File: config.mk
export PLATFORM = sky130hd
export DESIGN_NAME = lesf_best_cell
export DESIGN_NICKNAME = d
export VERILOG_FILES = /design/src/hw/rtl/lesf_pkg.sv /design/src/hw/rtl/lesf_best_cell.sv
export SDC_FILE = /design/constraint.sdc
export NUM_CORES = 1
export LEC_CHECK = 0
export BUFFER_PORTS_ARGS = -buffer_cell sky130_fd_sc_hd__buf_2
export CAP_MARGIN = 10
export CELL_PAD_IN_SITES_DETAIL_PLACEMENT = 0
export CELL_PAD_IN_SITES_GLOBAL_PLACEMENT = 1
export CORE_ASPECT_RATIO = 1.75
export CORE_MARGIN = 4
export CORE_UTILIZATION = 38
export CTS_CLUSTER_SIZE = 30
export DETAILED_ROUTE_END_ITERATION = 10
export PLACE_DENSITY_LB_ADDON = 0.1
export SYNTH_ARGS = -nofsm -noshare
export SYNTH_HDL_FRONTEND = slang
export SYNTH_SLANG_ARGS = --single-unit
File: constraint.sdc
create_clock -name clock -period 2.8 [get_ports clock]
set_input_delay 0.56 -clock clock [delete_from_list [all_inputs] [get_ports clock]]
set_output_delay 0.56 -clock clock [all_outputs]
set_load 0.01 [all_outputs]
File: src/hw/rtl/lesf_pkg.sv
package lesf_pkg;

   // field widths of the stream words and registers
   localparam int CHAR_W     = 8;
   localparam int F_SIZE_W   = 11;
   localparam int F_ROW_W    = 12;
   localparam int F_COL_W    = 10;
   localparam int GW_W       = 11;
   localparam int GH_W       = 13;
   localparam int CSR_ADDR_W = 2;
   localparam int CSR_DATA_W = 13;

   // response word layout, lowest field first
   localparam int OFS_CELL_SIZE = 0;
   localparam int OFS_BEST_ROW  = OFS_CELL_SIZE + F_SIZE_W;
   localparam int OFS_BEST_COL  = OFS_BEST_ROW + F_ROW_W;
   localparam int OFS_BEST_SIZE = OFS_BEST_COL + F_COL_W;
   localparam int RSP_USED_W    = OFS_BEST_SIZE + F_SIZE_W;
   localparam int RSP_DATA_W    = ((RSP_USED_W + 7) / 8) * 8;

   // defaults
   localparam int DEF_MAX_WIDTH  = 1024;
   localparam int DEF_MAX_HEIGHT = 4096;
   localparam logic [CHAR_W-1:0] RST_EMPTY_CHAR  = 8'd46;
   localparam logic [GW_W-1:0]   RST_GRID_WIDTH  = 11'd1024;
   localparam logic [GH_W-1:0]   RST_GRID_HEIGHT = 13'd4096;

   // register indexes
   typedef enum logic [CSR_ADDR_W-1:0] {
      CSR_EMPTY_CHAR  = 2'd0,
      CSR_GRID_WIDTH  = 2'd1,
      CSR_GRID_HEIGHT = 2'd2
   } csr_index_type;

   typedef struct packed {
      logic [CHAR_W-1:0] empty_char;
      logic [GW_W-1:0]   grid_width;
      logic [GH_W-1:0]   grid_height;
   } cfg_type;

   // word handed from the size cell to the best cell
   typedef struct packed {
      logic [F_SIZE_W-1:0] size;
      logic [F_ROW_W-1:0]  row;
      logic [F_COL_W-1:0]  col;
      logic                done;
   } cell_word_type;

endpackage

File: src/hw/rtl/lesf_best_cell.sv
module lesf_best_cell (
   input  logic                            clock,
   input  logic                            reset,
   input  logic                            up_valid,
   output logic                            up_ready,
   input  lesf_pkg::cell_word_type         up_word,
   output logic                            rsp_tvalid,
   input  logic                            rsp_tready,
   output logic [lesf_pkg::RSP_DATA_W-1:0] rsp_tdata,
   output logic                            rsp_tlast
);
   import lesf_pkg::*;

   logic [F_SIZE_W-1:0] best_size_ff, best_size_in;
   logic [F_ROW_W-1:0]  best_row_ff, best_row_in;
   logic [F_COL_W-1:0]  best_col_ff, best_col_in;
   logic                out_valid_ff, out_valid_in;
   logic [F_SIZE_W-1:0] cell_size_ff;
   logic [F_SIZE_W-1:0] out_size_ff;
   logic [F_ROW_W-1:0]  out_row_ff;
   logic [F_COL_W-1:0]  out_col_ff;
   logic                out_last_ff;

   logic                take;
   logic [F_SIZE_W-1:0] new_size;
   logic [F_ROW_W-1:0]  new_row;
   logic [F_COL_W-1:0]  new_col;

   assign up_ready = !out_valid_ff || rsp_tready;
   assign take     = up_valid && up_ready;

   // keep the first strictly larger square
   always_comb begin
      new_size = best_size_ff;
      new_row  = best_row_ff;
      new_col  = best_col_ff;
      if (up_word.size > best_size_ff) begin
         new_size = up_word.size;
         new_row  = up_word.row;
         new_col  = up_word.col;
      end
      out_valid_in = take || (out_valid_ff && !rsp_tready);
      best_size_in = best_size_ff;
      best_row_in  = best_row_ff;
      best_col_in  = best_col_ff;
      if (take) begin
         if (up_word.done) begin
            best_size_in = '0;
            best_row_in  = '0;
            best_col_in  = '0;
         end else begin
            best_size_in = new_size;
            best_row_in  = new_row;
            best_col_in  = new_col;
         end
      end
   end

   always_ff @(posedge clock) begin
      if (reset) begin
         out_valid_ff <= 1'b0;
         best_size_ff <= '0;
         best_row_ff  <= '0;
         best_col_ff  <= '0;
      end else begin
         out_valid_ff <= out_valid_in;
         best_size_ff <= best_size_in;
         best_row_ff  <= best_row_in;
         best_col_ff  <= best_col_in;
      end
   end

   // output word register
   always_ff @(posedge clock) begin
      if (take) begin
         cell_size_ff <= up_word.size;
         out_size_ff  <= new_size;
         out_row_ff   <= new_row;
         out_col_ff   <= new_col;
         out_last_ff  <= up_word.done;
      end
   end

   assign rsp_tvalid = out_valid_ff;
   assign rsp_tlast  = out_last_ff;
   assign rsp_tdata  = {(RSP_DATA_W - RSP_USED_W)'(0), out_size_ff, out_col_ff, out_row_ff,
                        cell_size_ff};

endmodule

==> results of run 1 <==
[cell usage after synthesis]
cell type / number
a31o_4: 1
a211oi_4: 1
nor4_4: 1
dfxtp_1: 34
a211oi_1: 1
buf_4: 4
a21o_1: 2
nand2_1: 5
a31oi_1: 1
nand2b_1: 1
ha_1: 11
nand3_1: 2
inv_1: 12
nor3_2: 1
buf_6: 9
a221oi_4: 1
o2bb2ai_1: 1
a21oi_4: 1
o21ai_0: 1
and3_1: 1
edfxtp_1: 45
a22o_1: 32
nor2_1: 3
nand3_2: 1
a21oi_1: 4
mux2_4: 30
o21ai_1: 1
mux2_2: 3
conb_1: 1
and2_1: 1
[cell usage in the layout (no fill, tap or decap)]
cell	count
dfxtp_1	34
a211oi_4	1
clkbuf_8	1
buf_4	4
a21oi_1	4
a21oi_4	1
o21ai_0	1
o2bb2ai_1	1
a31oi_1	1
nand2_1	5
inv_6	1
a31o_4	1
and3_1	1
nand3_2	1
mux2_4	30
mux2_2	3
nor2_1	3
ha_1	11
nor4_4	1
bufinv_16	1
a21o_1	2
conb_1	4
and2_2	1
edfxtp_1	45
inv_1	12
o21ai_1	1
nand2b_1	1
clkinv_4	1
clkinvlp_4	2
nor3_2	1
buf_2	84
a221oi_4	1
nand3_1	2
buf_12	2
clkbuf_16	10
a22o_1	32
a211oi_1	1
[stage by stage]
stage                     std cells  worst slack [ps]  hold slack, ps
after floorplan                 215               424             444
after global placement          409              57.7             462
after detailed placement        409              39.7             460
after CTS                       425               335             405
after global routing            425               270             414
final                           425               412             419
[flip-flops by register name, indices dropped and copies added (netlist names)]
signal / cells
best_col_ff: 10
best_row_ff: 12
best_size_ff: 11
cell_size_ff: 11
out_col_ff: 10
out_row_ff: 12
out_size_ff: 11
rsp_tlast: 1
rsp_tvalid: 1
[final cells by class]
class,count,area share [%]
Tap cell,117,3.48
Inverter,12,1.07
Clock inverter,5,1.49
Multi-Input combinational cell,111,27.7
Sequential cell,79,48.3
Clock buffer,11,6.28
Timing Repair Buffer,90,11.7
[power groups by stage]
| stage | logic [mW] | clock network [mW] | registers [mW] |
|---|---|---|---|
| global placement | 0.380 | 0 | 1.36 |
| global route | 0.411 | 1.32 | 1.35 |
| finish | 0.373 | 1.23 | 1.34 |
| floorplan | 0.235 | 0 | 1.39 |
| CTS | 0.382 | 1.26 | 1.34 |
| detailed placement | 0.382 | 0 | 1.37 |
[per-layer routing]
metal	vias up	GRT usage, %
met3	8	4.22
met5	-	0
li1	982	-
met2	60	20.5
met4	0	5.16
met1	946	14.0
[worst reg2reg max path, delay by kind of cell (launching register included)]
family          cells  cell delay (ps)
simple gates        2              430
compound gates      3              940
flops               1              330
buf+inv             2              300
fa+ha+maj           1              340
[cell families after synthesis]
logic type	count (synthesis)	synth area share [%]
other	1	0.112
buffers and inverters	25	5.25
AO/OA/AOI/OAI	47	12.7
flip-flops	79	60.4
AND/OR/NAND/NOR	16	2.98
multiplexers	33	14.4
adder cells (fa/ha/maj)	11	4.09
[final timing paths]
check / from / end / slack (ps) / depth (start not counted)
max reg2reg: best_size_ff[10]$_SDFFE_PP0P_ / best_col_ff[0]$_SDFFE_PP0P_ / 410 / 8
min: up_word[0] / rsp_tlast$_DFFE_PP_ / 420 / 1
min reg2reg: best_size_ff[10]$_SDFFE_PP0P_ / best_size_ff[10]$_SDFFE_PP0P_ / 470 / 2
max: best_size_ff[10]$_SDFFE_PP0P_ / best_col_ff[0]$_SDFFE_PP0P_ / 410 / 8
==> results.md, run 1 <==
* WL met2 at 3040 um
* Vias in the first global route at 2114
* Req. time, crit path at 3080 ps
* NetSw at 0.664 mW
* Input/output buffers at 84
* Critical path type: flip-flop to flip-flop
* Metal1 wirelength at 2500 um
* Share of the synthesized area in the top cell type at 40.2%
* Fin. Hold Viols at 0
* Initial antenna violation count at 0
* Final Max Tran Viols at 0
* Clock share of power at 41.8%
* H-tree Lvls at 3
* Yosys warns at 0
* Grt ovf at 0
* Worst-Skew Late Latency at 330 ps
* 1st-iter DRT viols at 91
* Die H at 132 um
* # IOs at 89
* Post-synthesis cell count at 212
* Tmin final at 2390 ps
* Drt drc at 0
* Peak supply drop at 0.359 mV
* Clk_skew at 10.2 ps
* #FFs+latches synth at 79
* Clock Tree Root: clkbuf_16
* Max layer used: met4
* DR vias at 1996
* Final WL at 6040 um
* Avg WL per Cell at 14.2 um
* Seq/Total Area, Yosys at 60.4%
* Hold Crit Class: primary input to flip-flop
* Slew HR at 53.4%
* Post-layout utilization of the core at 48.5%
* Power Density at 699 nW/um^2
* Crit Path Max Fanout at 20
* Core area at 8670 um^2
* Synth unique cells at 30
* Detailed Place HPWL at 4290 um
* FMAX at 419 MHz
* Synth area leader: edfxtp_1
* Clock buffer depth at 2
* Largest net degree at the start of global routing at 47
* Combinational share of power at 12.7%
* Cell area after synthesis at 3360 um^2
* Setup crit start kind: flip-flop
* Max stage delay cell, worst path: a211oi_4
* Arrival @ worst endpoint at 2660 ps
* Setup repair after global routing missed its margin: no
* First-pass GRT wire length at 9970 um
* Delay-heaviest family, CP: compound AO/OA/AOI/OAI gates
* # rows at 45
* Die width at 79.1 um
* Routability cong. at 0.673
* LEAKAGE at 1.82 nW
* Critical path's largest stage delay at 650 ps
* Total power at 2.94 mW
* CTS buffer count at 9
* Starting Density at 38.8%
* # diodes at 0
* Detail Route Antenna Nets at 0
* Pint at 2.28 mW
* Mean Syn Cell Area at 15.9 um^2
* Worst Setup End Kind: flip-flop
* Final setup viols at 0
* Post-CTS Setup Inserts at 0
* Fill cells at 835
* Status: finished, final reports clean
* Tot GR Track Use at 12.2%
* Clock Sink Count at 79
* Sequential power share at 45.6%
* Leading post-synthesis cells by cell area: edfxtp_1, dfxtp_1, mux2_4
* Clock transition at path regs at 60 ps
* Die footprint at 10500 um^2
* Vias/cell at 4.70
* Area grow syn2layout at 25.1%
* CTS tree: built
* Switch share at 22.6%
* Placed instance area at 3880 um^2
* Final net count at 352
* Register area at 2030 um^2
* Met3 WL at 396 um
* TritonRoute pass-1 iters at 4
* Multi-input logic area at 1170 um^2
* Max cap viols at 0
* Hold Buf Count CTS at 0
* CP bufs+invs at 2
* Tightest Pin Transition at 697 ps
* Fin Setup TNS at 0 ps
* Period utilization at 85.3%
* Share of cells above drive strength 1 at 47.7%
* PostCTS Resize Cnt at 0
* Final instance area at 4210 um^2
* Crit path cell chain: inv_1 -> ha_1 -> nand3_2 -> nor3_2 -> a221oi_4 -> a211oi_4 -> buf_12 -> a22o_1
Power figures use the tool's default switching activity.
==> run 2, diff against run 1 <==
--- a/config.mk
+++ b/config.mk
@@ -5,13 +5,14 @@
 export SDC_FILE = /design/constraint.sdc
 export NUM_CORES = 1
 export LEC_CHECK = 0
+export ABC_AREA = 1
 export BUFFER_PORTS_ARGS = -buffer_cell sky130_fd_sc_hd__buf_2
 export CAP_MARGIN = 10
 export CELL_PAD_IN_SITES_DETAIL_PLACEMENT = 0
 export CELL_PAD_IN_SITES_GLOBAL_PLACEMENT = 1
 export CORE_ASPECT_RATIO = 1.75
 export CORE_MARGIN = 4
-export CORE_UTILIZATION = 38
+export CORE_UTILIZATION = 36
 export CTS_CLUSTER_SIZE = 30
 export DETAILED_ROUTE_END_ITERATION = 10
 export PLACE_DENSITY_LB_ADDON = 0.1
==> results.md, run 2 <==
* Status: finished, final reports clean
* First-pass GRT wire length at 14600 um
* Avg WL per Cell at 14.3 um
* Peak supply drop at 0.330 mV
* FMAX at 456 MHz
* Clock buffer depth at 2
* Pint at 2.21 mW
* Arrival @ worst endpoint at 2280 ps
* Dominant synthesized flop cell: edfxtp_1
* Synth Area in Simple Gates at 25.2%
* Multiplexer share of the synthesized area at 0%
* Post-layout utilization of the core at 45.6%
* Post-synthesis cell count at 418
* Largest registers: best_row_ff: 12 flops, out_row_ff: 12 flops
* Clock Sink Count at 79
* NetSw at 0.779 mW
* Synth unique cells at 22
* Crit Path Max Fanout at 32
* Critical path's largest stage delay at 380 ps
* Final Max Tran Viols at 0
* Setup crit start kind: flip-flop
* Synth Area in Compound Gates at 4.98%
* Clk_skew at 9.59 ps
* DR vias at 2943
* Slew HR at 50.3%
* Tightest Pin Transition at 745 ps
* Largest net degree at the start of global routing at 35
* Vias in the first global route at 2905
* Post-synthesis async set-or-reset flop share at 0%
* H-tree Lvls at 3
* Tot GR Track Use at 15.8%
* CTS buffer count at 9
* Hold Buf Count CTS at 0
* Fin. Hold Viols at 0
* Crit path top cell by count: nand2_1
* Worst-Skew Late Latency at 340 ps
* Crit path cell chain: inv_1 -> ha_1 -> nand2_1 -> inv_2 -> a21oi_1 -> nand3_4 -> nand2_4 -> nand2_1 -> and2_1
* Most frequent cell after synthesis: nand2_1
* Req. time, crit path at 2890 ps
* # IOs at 89
* Total power at 2.99 mW
* Tmin final at 2190 ps
* Initial antenna violation count at 0
* Drt drc at 0
* Starting Density at 37.3%
* Most frequent cells in the layout: buf_2, nand2_1, inv_1, nand3_1, edfxtp_1
* Final setup viols at 0
* R2R Setup Slk at 610 ps
* Post-synth top cells: nand2_1, inv_1, nand3_1
* LEAKAGE at 2.00 nW
* Clock transition at path regs at 60 ps
* # diodes at 0
* Max stage delay cell, worst path: nand2_4
* Worst Setup End Kind: flip-flop
* #FFs+latches synth at 79
* Die footprint at 12100 um^2
* Mean Syn Cell Area at 8.90 um^2
* 1st-iter DRT viols at 124
* Area grow syn2layout at 22.1%
* Pre-CTS setup slack at 258 ps
* Die H at 142 um
* Fill cells at 1050
* Period utilization at 78.3%
* Final net count at 550
* CP bufs+invs at 2
* Delay-heaviest family, CP: simple AND/OR/NAND/NOR gates
* TritonRoute pass-1 iters at 7
* Core area at 9970 um^2
* Critical path type: flip-flop to flip-flop
* Detail Route Antenna Nets at 0
* Seq/Total Area, Yosys at 54.6%
* Grt ovf at 0
* Setup repair after global routing missed its margin: no
* XOR/XNOR share of the synthesized area at 0%
* Largest family of logic cells by synthesized area: simple AND/OR/NAND/NOR gates
* PostCTS Resize Cnt at 0
* Vias/cell at 4.66
* Input/output buffers at 84
* Die width at 84.8 um
* # rows at 48
* Sequential power share at 45.8%
* Adder-cell share of the synthesized area at 3.70%
* Share of the synthesized area in the top cell type at 36.3%
* Yosys warns at 0
* Routability cong. at 0.758
* Combinational share of power at 15.6%
* Switch share at 26.0%
* CTS tree: built
* Detailed Place HPWL at 6120 um
* Hold Crit Class: primary input to flip-flop
* Max cap viols at 0
* Worst setup margin at 606 ps
* Cell area after synthesis at 3720 um^2
* Post-synth EDFFs at 45
* Power Density at 659 nW/um^2
* Share of cells above drive strength 1 at 22.7%
* Leading post-synthesis cells by cell area: edfxtp_1, dfxtp_1, nand3_1
* Final WL at 9020 um
* Most common cell after layout, fill and taps aside: buf_2
* Post-CTS Setup Inserts at 0
* Clock Tree Root: clkbuf_16
* Synth area leader: edfxtp_1
* Fin Setup TNS at 0 ps
* Clock share of power at 38.6%
run 2: changes by cell type after synthesis, sizes merged, moves of 2 or more:
| cell | change |
|---|---|
| nand4 | +2 |
| a21oi | +32 |
| nand2 | +81 |
| a21o | -2 |
| a211oi | -2 |
| nand3 | +63 |
| inv | +65 |
| a22o | -32 |
| mux2 | -33 |
| and2 | +32 |
| buf | +3 |
| o21ai | -2 |
| clkbuf | +7 |
run 2: cell type report:
class / instances / area [um^2] / area share (%)
Sequential cell: 79 / 2030 / 44.7
Multi-Input combinational cell: 242 / 1280 / 28.2
Timing Repair Buffer: 92 / 493 / 10.9
Tap cell: 125 / 156 / 3.44
Clock inverter: 5 / 58.8 / 1.29
Inverter: 77 / 289 / 6.36
Clock buffer: 11 / 233 / 5.12
run 2: power groups by stage:
| stage | Sequential [mW] | Clock [mW] | Combinational, mW |
|---|---|---|---|
| 2_1_floorplan | 1.43 | 0 | 0.283 |
| 4_1_cts | 1.37 | 1.19 | 0.480 |
| 5_1_grt | 1.38 | 1.24 | 0.532 |
| 3_3_place_gp | 1.40 | 0 | 0.473 |
| 3_5_place_dp | 1.40 | 0 | 0.479 |
| 6_report | 1.37 | 1.15 | 0.467 |
run 2: per-layer routing:
layer	share of wire, %	GRT usage [%]	vias to the layer above
met4	1.2	7.67	0
met2	57	30.3	72
met5	0	0	-
met1	37	16.3	1372
met3	4.3	2.72	5
li1	-	-	1494
run 2: path summary, 6_finish.rpt:
| path | start | cells after the start | endpoint |
|---|---|---|---|
| worst max-delay path | best_size_ff[10]$_SDFFE_PP0P_ | 9 | out_row_ff[1]$_DFFE_PP_ |
| worst min-delay path | up_word[23] | 1 | cell_size_ff[0]$_DFFE_PP_ |
| worst max register to register | best_size_ff[10]$_SDFFE_PP0P_ | 9 | out_row_ff[1]$_DFFE_PP_ |
| worst min register to register | best_col_ff[7]$_SDFFE_PP0P_ | 2 | best_col_ff[7]$_SDFFE_PP0P_ |
run 2: cells by family (layout without fill, tap and decap cells):
| family | after synthesis | after routing |
|---|---|---|
| compound gates | 37 | 37 |
| fa+ha+maj | 11 | 11 |
| buf+inv | 100 | 185 |
| flops | 79 | 79 |
| other cells | 1 | 4 |
| simple gates | 190 | 190 |
run 2: metrics by stage:
stage | instance area [um^2] | hold slack (ps) | std cells
2_1_floorplan | 3730 | 445 | 421
3_3_place_gp | 4250 | 451 | 615
3_5_place_dp | 4250 | 456 | 615
4_1_cts | 4540 | 393 | 631
5_1_grt | 4540 | 405 | 631
6_report | 4540 | 410 | 631
==> run 3, diff against run 2 <==
--- a/config.mk
+++ b/config.mk
@@ -5,14 +5,14 @@
 export SDC_FILE = /design/constraint.sdc
 export NUM_CORES = 1
 export LEC_CHECK = 0
-export ABC_AREA = 1
+export ABC_AREA = 0
 export BUFFER_PORTS_ARGS = -buffer_cell sky130_fd_sc_hd__buf_2
 export CAP_MARGIN = 10
 export CELL_PAD_IN_SITES_DETAIL_PLACEMENT = 0
 export CELL_PAD_IN_SITES_GLOBAL_PLACEMENT = 1
 export CORE_ASPECT_RATIO = 1.75
 export CORE_MARGIN = 4
-export CORE_UTILIZATION = 36
+export CORE_UTILIZATION = 38
 export CTS_CLUSTER_SIZE = 30
 export DETAILED_ROUTE_END_ITERATION = 10
 export PLACE_DENSITY_LB_ADDON = 0.1
==> constraint.sdc (replaced) <==
create_clock -name clock -period 1.77 [get_ports clock]
set_input_delay 0.354 -clock clock [delete_from_list [all_inputs] [get_ports clock]]
set_output_delay 0.354 -clock clock [all_outputs]
set_load 0.01 [all_outputs]
==> results.md, run 3 (synthesized netlist as in run 1, its figures left out) <==
* Delay-heaviest family, CP: flip-flops
* Clock buffer depth at 2
* Setup crit start kind: flip-flop
* Max stage delay cell, worst path: dfxtp_2
* Clock Sink Count at 79
* Detailed Place HPWL at 5130 um
* WL met2 at 4350 um
* Clock Tree Root: clkbuf_16
* Fin. Hold Viols at 0
* Vias/cell at 4.74
* Vias in the first global route at 2322
* RR Endpoint: out_col_ff[9]$_DFFE_PP_
* Sequential power share at 44.2%
* Peak supply drop at 0.645 mV
* Largest net degree at the start of global routing at 29
* Pre-CTS setup slack at -457 ps
* # diodes at 0
* Pint at 3.66 mW
* Die H at 132 um
* Input/output buffers at 84
* Worst-Skew Late Latency at 330 ps
* 1st-iter DRT viols at 114
* Met3 WL at 409 um
* Drt drc at 0
* Die footprint at 10500 um^2
* Routability cong. at 0.682
* Worst Hold End: rsp_tvalid$_SDFF_PP0_
* Hold Crit Class: primary input to flip-flop
* Power Density at 987 nW/um^2
* Non-filler cells, final at 468
* Max layer used: met4
* Area grow syn2layout at 44.5%
* Clk_skew at 3.35 ps
* Share of cells above drive strength 1 at 63.8%
* R2R Setup Slk at -320 ps
* Setup repair after global routing missed its margin: yes
* Worst r2r src: best_size_ff[7]$_SDFFE_PP0P_
* Req. time, crit path at 1850 ps
* Beginning of the worst hold path: reset
* Hold Path Depth at 2
* CP bufs+invs at 3
* Most frequent cells in the layout: buf_2, edfxtp_1, mux2_4, a22o_1, buf_4
* Worst reg-to-reg path cell count at 9
* Total power at 4.80 mW
* Detail Route Antenna Nets at 0
* NetSw at 1.13 mW
* Hold Buf Count CTS at 0
* Combinational share of power at 18.3%
* Clock transition at path regs at 60 ps
* Final Hold Slack at 213 ps
* Grt ovf at 0
* Fin Setup TNS at -17210 ps
* First-pass GRT wire length at 11800 um
* Final Max Tran Viols at 0
* FMAX at 479 MHz
* Max cap viols at 0
* Dpl cells at 439
* Tot GR Track Use at 15.0%
* Switch share at 23.6%
* Largest registers: best_row_ff: 12 flops, out_row_ff: 12 flops
* DR vias at 2217
* Die width at 79.1 um
* CTS buffer count at 9
* Status: complete, but fails checks
* Failing checks: negative setup slack
* Worst Setup End Kind: flip-flop
* Final WL at 7780 um
* CTS tree: built
* # rows at 45
* Starting Density at 38.8%
* Crit Path Max Fanout at 6
* TritonRoute pass-1 iters at 4
* Arrival @ worst endpoint at 2170 ps
* # IOs at 89
* Avg WL per Cell at 16.6 um
* Final net count at 395
* Initial antenna violation count at 0
* LEAKAGE at 2.13 nW
* Clock share of power at 37.4%
* Core area at 8670 um^2
* Metal1 wirelength at 2860 um
* Worst setup margin at -318 ps
* Crit path cell chain: inv_2 -> ha_4 -> nand3_4 -> nor3_4 -> a221oi_4 -> a21oi_4 -> buf_6 -> buf_12 -> mux2_4
* Final setup viols at 65
* Most common cell after layout, fill and taps aside: buf_2
* Tmin final at 2090 ps
* Critical path type: flip-flop to flip-flop
* Period utilization at 118%
* Setup crit start: best_size_ff[7]$_SDFFE_PP0P_
* H-tree Lvls at 3
* Critical path's largest stage delay at 330 ps
## run 3: cell count changes in the layout (fill, tap and decap cells not counted), moves of 10 or more
cell     before  now
buf_4         7   31
ha_1         11    1
inv_1        75    4
mux2_4        0   32
a21oi_1      37    3
a22o_1        0   32
dfxtp_2       0   10
nand3_1      65    1
dfxtp_1      34   24
and2_1       33    0
nand2_1      83    1
ha_4          0   10
## run 3: what timing repair did
action / in CTS / in global routing
endpoints found under the setup margin: 66 / 66
cloned: 3 / 4
setup buffers: 6 / 2
pin swaps: 27 / 25
gates resized for setup: 31 / 4
## run 3: metrics by stage
stage	area, um^2	utilization (%)
2_1_floorplan	3530	-
3_3_place_gp	4290	49.5
3_5_place_dp	4290	49.5
4_1_cts	4780	55.1
5_1_grt	4860	56.0
6_report	4860	56.0
## run 3: final cells by class
| class | instances | area, um^2 |
|---|---|---|
| fill | 770 | 3810 |
| sequential | 79 | 2040 |
| tap | 117 | 146 |
| multi-input combinational | 111 | 1360 |
| timing repair buffer | 133 | 973 |
| inverter | 12 | 45.0 |
| clock inverter | 6 | 61.3 |
| clock buffer | 10 | 229 |
## run 3: power groups by stage
stage                     Combinational, mW  Clock [mW]  Sequential (mW)
final                                 0.880        1.79             2.12
after global routing                  0.944        1.93             2.13
after CTS                             0.853        1.85             2.12
after detailed placement              0.740           0             2.16
after global placement                0.733           0             2.16
after floorplan                       0.414           0             2.20
## run 3: worst max path at each step
stage	cells after the start	to
CTS	9	out_col_ff[2]$_DFFE_PP_
global route	9	out_col_ff[9]$_DFFE_PP_
floorplan	7	out_col_ff[0]$_DFFE_PP_
detailed placement	8	out_row_ff[7]$_DFFE_PP_
finish	9	out_col_ff[9]$_DFFE_PP_
global placement	8	out_row_ff[1]$_DFFE_PP_
## run 3: layer usage
metal  track usage (%)  up-vias
met1              15.9     1071
met5                 0        -
met3              3.81       14
li1                  -     1067
met2              27.3       65
met4              6.69        0
